==> src/hdl/rtg_pkg.sv <==
// Shared types, constants and gamma knot functions for the tone map core.
package rtg_pkg;

	localparam int NCH        = 3;
	localparam int CH_W       = 24;
	localparam int W_W        = 16;
	localparam int W_FRAC     = 16;
	localparam int OUT_W      = 16;
	localparam int PROD_W     = W_W + CH_W + 1;
	localparam int LSUM_W     = PROD_W + 2;
	localparam int DEN_W      = 27;
	localparam int Q_W        = 24;
	localparam int DIV_BITS   = 2;
	localparam int DIV_STAGES = Q_W / DIV_BITS;
	localparam int CFG_IDX_W  = 2;
	localparam int CFG_DATA_W = 16;

	typedef enum logic [CFG_IDX_W-1:0] {
		CFG_RED_WEIGHT   = 2'd0,
		CFG_GREEN_WEIGHT = 2'd1,
		CFG_BLUE_WEIGHT  = 2'd2
	} cfg_idx_t;

	typedef logic [NCH-1:0][W_W-1:0]   weights_t;
	typedef logic [NCH-1:0][CH_W-1:0]  chan_t;
	typedef logic [NCH-1:0][Q_W-1:0]   quo_t;
	typedef logic [NCH-1:0][OUT_W-1:0] pix_t;

	localparam weights_t WEIGHT_RST = {16'd4588, 16'd47186, 16'd13763};

	typedef struct packed {
		logic [DEN_W-1:0] den;
		chan_t            chan;
	} lum_word_t;

	typedef struct packed {
		pix_t chan;
		logic over;
	} res_t;

	typedef struct packed {
		logic [31:0]        m;
		logic signed [31:0] e;
	} sfnum_t;

	function automatic sfnum_t sf_of(logic [31:0] v);
		sfnum_t r;
		r.m = v;
		r.e = '0;
		if (v != '0) begin
			for (int i = 0; i < 31; i++) begin
				if (!r.m[31]) begin
					r.m = r.m << 1;
					r.e = r.e - 32'sd1;
				end
			end
		end
		return r;
	endfunction

	function automatic sfnum_t sf_mul(sfnum_t a, sfnum_t b);
		sfnum_t      r;
		logic [63:0] p;
		if (a.m == '0 || b.m == '0) begin
			r.m = '0;
			r.e = '0;
		end else begin
			p = {32'd0, a.m} * {32'd0, b.m};
			if (p[63]) begin
				r.m = p[63:32];
				r.e = a.e + b.e + 32'sd32;
			end else begin
				r.m = p[62:31];
				r.e = a.e + b.e + 32'sd31;
			end
		end
		return r;
	endfunction

	function automatic sfnum_t sf_pow(sfnum_t a, int n);
		sfnum_t r;
		r = sf_of(32'd1);
		for (int i = 0; i < n; i++) begin
			r = sf_mul(r, a);
		end
		return r;
	endfunction

	function automatic logic sf_le(sfnum_t a, sfnum_t b);
		logic res;
		if (a.m == '0) res = 1'b1;
		else if (b.m == '0) res = 1'b0;
		else if (a.e != b.e) res = (a.e < b.e);
		else res = (a.m <= b.m);
		return res;
	endfunction

	// largest y with y^11 * 2^(5g) <= k^5 * 65535^11
	function automatic logic [OUT_W-1:0] gamma_knot(logic [31:0] k, int gbits);
		sfnum_t      full11;
		sfnum_t      rhs;
		sfnum_t      lhs;
		logic [31:0] lo;
		logic [31:0] hi;
		logic [31:0] mid;
		full11 = sf_pow(sf_of(32'd65535), 11);
		rhs    = sf_mul(sf_pow(sf_of(k), 5), full11);
		lo     = 32'd0;
		hi     = 32'd65535;
		for (int i = 0; i < 17; i++) begin
			if (lo < hi) begin
				mid = (lo + hi + 32'd1) >> 1;
				lhs = sf_pow(sf_of(mid), 11);
				if (lhs.m != '0) lhs.e = lhs.e + 32'(5 * gbits);
				if (sf_le(lhs, rhs)) lo = mid;
				else hi = mid - 32'd1;
			end
		end
		return OUT_W'(lo);
	endfunction

endpackage

==> src/hdl/rtg_lum.sv <==
// Luminance stages: weighted products, then sum and divisor 1 + L.
module rtg_lum #(
	parameter int FRACTION_BITS = 16
) (
	input  logic              clk,
	input  logic              arst_n,
	input  rtg_pkg::weights_t weights,
	input  logic              in_valid,
	output logic              in_ready,
	input  rtg_pkg::chan_t    in_chan,
	output logic              out_valid,
	input  logic              out_ready,
	output rtg_pkg::lum_word_t out_word
);
	import rtg_pkg::*;

	localparam logic [CH_W:0] EPS_Q =
		(CH_W+1)'(((64'd1 << FRACTION_BITS) + 64'd5000) / 64'd10000);
	localparam logic [DEN_W-1:0] ONE_DEN = DEN_W'(64'd1 << FRACTION_BITS);

	logic                          v_s1;
	logic                          v_s2;
	logic                          rdy_s1;
	logic                          rdy_s2;
	logic [NCH-1:0][PROD_W-1:0]    prod_s1;
	chan_t                         chan_s1;
	logic [NCH-1:0][PROD_W-1:0]    prod_n;
	logic [LSUM_W-1:0]             lsum;
	logic [DEN_W-1:0]              den_n;

	assign rdy_s2    = !v_s2 || out_ready;
	assign rdy_s1    = !v_s1 || rdy_s2;
	assign in_ready  = rdy_s1;
	assign out_valid = v_s2;

	always_comb begin
		for (int c = 0; c < NCH; c++) begin
			prod_n[c] = PROD_W'(weights[c]) * PROD_W'({1'b0, in_chan[c]} + EPS_Q);
		end
		lsum  = LSUM_W'(prod_s1[0]) + LSUM_W'(prod_s1[1]) + LSUM_W'(prod_s1[2]);
		den_n = DEN_W'(lsum >> W_FRAC) + ONE_DEN;
	end

	always_ff @(posedge clk or negedge arst_n) begin
		if (!arst_n) begin
			v_s1 <= 1'b0;
			v_s2 <= 1'b0;
		end else begin
			if (rdy_s1) v_s1 <= in_valid;
			if (rdy_s2) v_s2 <= v_s1;
		end
	end

	always_ff @(posedge clk) begin
		if (rdy_s1 && in_valid) begin
			prod_s1 <= prod_n;
			chan_s1 <= in_chan;
		end
		if (rdy_s2 && v_s1) begin
			out_word.den  <= den_n;
			out_word.chan <= chan_s1;
		end
	end
endmodule

==> config.mk <==
export PLATFORM = sky130hd
export DESIGN_NAME = rtg_lum
export DESIGN_NICKNAME = d
export VERILOG_FILES = /design/src/hdl/rtg_pkg.sv /design/src/hdl/rtg_lum.sv
export SDC_FILE = /design/constraint.sdc
export NUM_CORES = 2
export LEC_CHECK = 0
export ABC_CLOCK_PERIOD_IN_PS = 14400
export BUFFER_PORTS_ARGS = -buffer_cell sky130_fd_sc_hd__buf_2
export CORE_UTILIZATION = 45
export CTS_BUF_LIST = sky130_fd_sc_hd__clkbuf_4 sky130_fd_sc_hd__clkbuf_8
export DETAILED_ROUTE_END_ITERATION = 6
export GPL_ROUTABILITY_DRIVEN = 0
export PLACE_DENSITY = 0.58
export SYNTH_ARGS = -nofsm -noshare
export SYNTH_HDL_FRONTEND = slang
export SYNTH_SLANG_ARGS = --single-unit
==> constraint.sdc <==
create_clock -name clk -period 14.4 [get_ports clk]
set_clock_uncertainty 0.15 [all_clocks]
set_input_delay 0.72 -clock clk [delete_from_list [all_inputs] [get_ports clk]]
set_output_delay 0.72 -clock clk [all_outputs]
set_load 0.02 [all_outputs]
==> results.sh <==
export IMPL_status="completed"
export IMPL_worst_setup_path_end_kind="flip-flop"
export IMPL_synth_compound_area_frac=0.04813
export IMPL_fp_coreArea_sq_mm=0.1110
export IMPL_drt_initial_drc_count=1999
export IMPL_drive_gt1_frac=0.07969
export IMPL_post_route_min_period_ns=8.972
export IMPL_grt_pass1_wl_microns=210600
export IMPL_max_slew_margin=0.1968
export IMPL_synth_net_count=6622
export IMPL_fin_crit_sh=0.6231
export IMPL_synth_cell_types=76
export IMPL_clkTransAtPathRegs_ns=0.07
export IMPL_drc=0
export IMPL_vias=35290
export IMPL_cts_tree="built"
export IMPL_numCtsBuffers=53
export IMPL_synth_edff_count=294
export IMPL_yosysWarnings=0
export IMPL_rsz0062_at_grt="false"
export IMPL_synth_simple_area_share=0.1524
export IMPL_firstDrtPassIters=5
export IMPL_grt_overflow_total=0
export IMPL_wl_microns=130000
export IMPL_grtUsageTotal=0.2396
export IMPL_cts_buffer_depth=3
export IMPL_hold_viol=0
export IMPL_drt_vias_per_instance=5.190
export IMPL_syn_area_per_cell_sq_um=9.870
export IMPL_htree_levels=2
export IMPL_synthAdderAreaFrac=0.4917
export IMPL_die_area_sq_mm=0.1135
export IMPL_die_height_microns=336.9
export IMPL_synth_seq_cells=296
export IMPL_fmax_ghz=0.1115
export IMPL_ys_flop_type="edfxtp_1"
export IMPL_synthArstFlopShare=0.006757
export IMPL_cp_arrival_ns=9.31
export IMPL_setup_viol=0
export IMPL_r2r_cells=16
export IMPL_die_w_microns=336.9
export IMPL_io_buffers=224
export IMPL_area_delta_synth_final_pct=8.087
export IMPL_worst_slew_pin_slew_ns=1.199
export IMPL_hpwlAfterDp_microns=101100
export IMPL_nets=6772
export IMPL_antenna_found_initial=5
export IMPL_crit_type="in -> reg"
export IMPL_antenna_left=0
export IMPL_netlist_area_sq_mm=0.05048
export IMPL_synth_top_family_by_area="adder cells"
export IMPL_hold_depth=2
export IMPL_insertion_delay_ns=0.75
export IMPL_grt_pass1_vias=38130
export IMPL_start_util=0.4549
export IMPL_seqCellArea_sq_mm=0.008879
export IMPL_fill_cells=10660
export IMPL_worstSetupStartpointType="primary input"
export IMPL_multi_input_area_sq_mm=0.03704
export IMPL_slew_viol_final=0
export IMPL_synth_xor_area_frac=0.03556
export IMPL_crit_required_ns=14.74
export IMPL_cts_root_buf="clkbuf_8"
export IMPL_rows=122
export IMPL_fin_tns_setup_ns=0
export IMPL_synth_cells=5115
export IMPL_clock_sinks=296
export IMPL_worstPathMaxFanout=16
export IMPL_routedWlPerCell_microns=19.12
export IMPL_grt_max_degree=73
export IMPL_num_io_pins=225
export IMPL_hp_class="in -> reg"
export IMPL_drv_cap=0
export IMPL_ys_seq_area_frac=0.1759
export IMPL_synthMuxAreaShare=0.0005948
-- sequential cells by signal, indices dropped and copies added, names as in the netlist --
name,cells
prod_s1,123
chan_s1,72
v_s1,1
out_valid,1
out_word,99
-- layer usage --
| layer | wire (microns) | up-vias | track usage |
|---|---|---|---|
| met5 | 0 | - | 0 |
| met4 | 3058 | 0 | 0.05977 |
| met3 | 7002 | 185 | 0.02789 |
| met2 | 64080 | 946 | 0.4103 |
| met1 | 55850 | 18360 | 0.3232 |
| li1 | - | 15790 | - |
-- layout make-up --
| cell class | instances | share of cell area |
|---|---|---|
| multi-input combinational | 3531 | 0.6788 |
| sequential | 296 | 0.1627 |
| inverter | 1108 | 0.07622 |
| tap | 1488 | 0.03412 |
| timing repair buffer | 275 | 0.02779 |
| clock buffer | 72 | 0.01598 |
| clock inverter | 26 | 0.004265 |
| antenna | 3 | 0.0001376 |
-- what timing repair did --
item,in CTS,in global routing
gates resized for setup,0,0
hold buffers,5,0
setup buffers,0,0
hold endpoints to repair,6,0
-- path summary, 6_finish.rpt --
path | to | slack, ns | startpoint
min | v_s1$_DFFE_PN0N_ | 0.06 | in_valid
min reg2reg | out_word[17]$_DFFE_PP_ | 0.27 | chan_s1[17]$_DFFE_PP_
min in group asynchronous | out_valid$_DFFE_PN0P_ | 0.17 | arst_n
max reg2reg | out_word[96]$_DFFE_PP_ | 9.18 | prod_s1[88]$_DFFE_PP_
max | prod_s1[38]$_DFFE_PP_ | 5.43 | in_chan[0]
max in group asynchronous | v_s1$_DFFE_PN0N_ | 13.83 | arst_n
-- worst max-delay path, cell delays in order --
cell,delay (ns)
buf_2,0.31
nor3_1,0.17
nand3b_1,0.27
nor2_1,0.71
nand2_1,0.21
xnor2_2,0.87
nand2_1,0.20
fa_1,0.58
inv_1,0.06
fa_1,0.45
fa_1,0.45
fa_1,0.43
fa_1,0.51
inv_1,0.05
fa_1,0.47
inv_1,0.04
ha_1,0.35
a21o_1,0.22
a21o_1,0.17
a21o_1,0.18
a21o_1,0.17
a21oi_1,0.37
o211ai_1,0.23
a31oi_1,0.44
o21ai_1,0.19
a31o_1,0.25
a21oi_1,0.16
xnor2_1,0.08
-- synthesized netlist by cell type (55+ instances only) --
library cell,instances,area (sq um)
nand2_1,755,2834
nor2_1,86,322.8
ha_1,383,4792
a21o_1,67,503.0
clkbuf_1,176,660.6
nand3_1,55,275.3
xor2_1,68,595.6
and2_1,454,2840
inv_1,1107,4155
a21oi_1,122,610.6
nor2b_1,87,544.3
xnor2_1,137,1200
fa_1,1000,20020
edfxtp_1,294,8828
-- cell usage in the layout (no fill, tap or decap), types with 24 or more instances in the layout --
cell type and count:
a21o_1 67, a21oi_1 122, and2_1 452, buf_2 224
buf_4 46, clkbuf_8 53, edfxtp_1 294, fa_1 1000
ha_1 383, inv_1 1107, nand2_1 755, nand2b_1 36
nand3_1 55, nand4_1 24, nor2_1 86, nor2b_1 87
nor3_1 28, o21ai_0 36, o21bai_1 28, xnor2_1 111
xnor2_2 26, xor2_1 59
-- cell families (layout without fill, tap and decap cells) --
| group | count (synthesis) | in the layout |
|---|---|---|
| other cells | 0 | 3 |
| xor+xnor | 205 | 205 |
| simple gates | 1575 | 1575 |
| compound gates | 364 | 364 |
| buf+inv | 1288 | 1481 |
| mux | 3 | 3 |
| fa+ha+maj | 1384 | 1384 |
| flops | 296 | 296 |
-- through the flow --
| stage | area (sq um) | worst slack (ns) | cells | hold slack (ns) | util |
|---|---|---|---|---|---|
| 3_3_place_gp | 53410 | 4.923 | 6693 | 0.2506 | 0.4812 |
| 5_1_grt | 54560 | 5.052 | 6797 | 0.02483 | 0.4917 |
| 6_report | 54570 | 5.428 | 6799 | 0.06190 | 0.4917 |
| 3_5_place_dp | 53410 | 4.834 | 6693 | 0.2545 | 0.4812 |
| 4_1_cts | 54560 | 5.627 | 6796 | 0.0001352 | 0.4916 |
| 2_1_floorplan | 50480 | 5.979 | 5115 | 0.2503 | - |
Power is left out: the tool's default activity adds up to more than one toggle a clock period on the data nets, which glitch-free logic cannot reach.
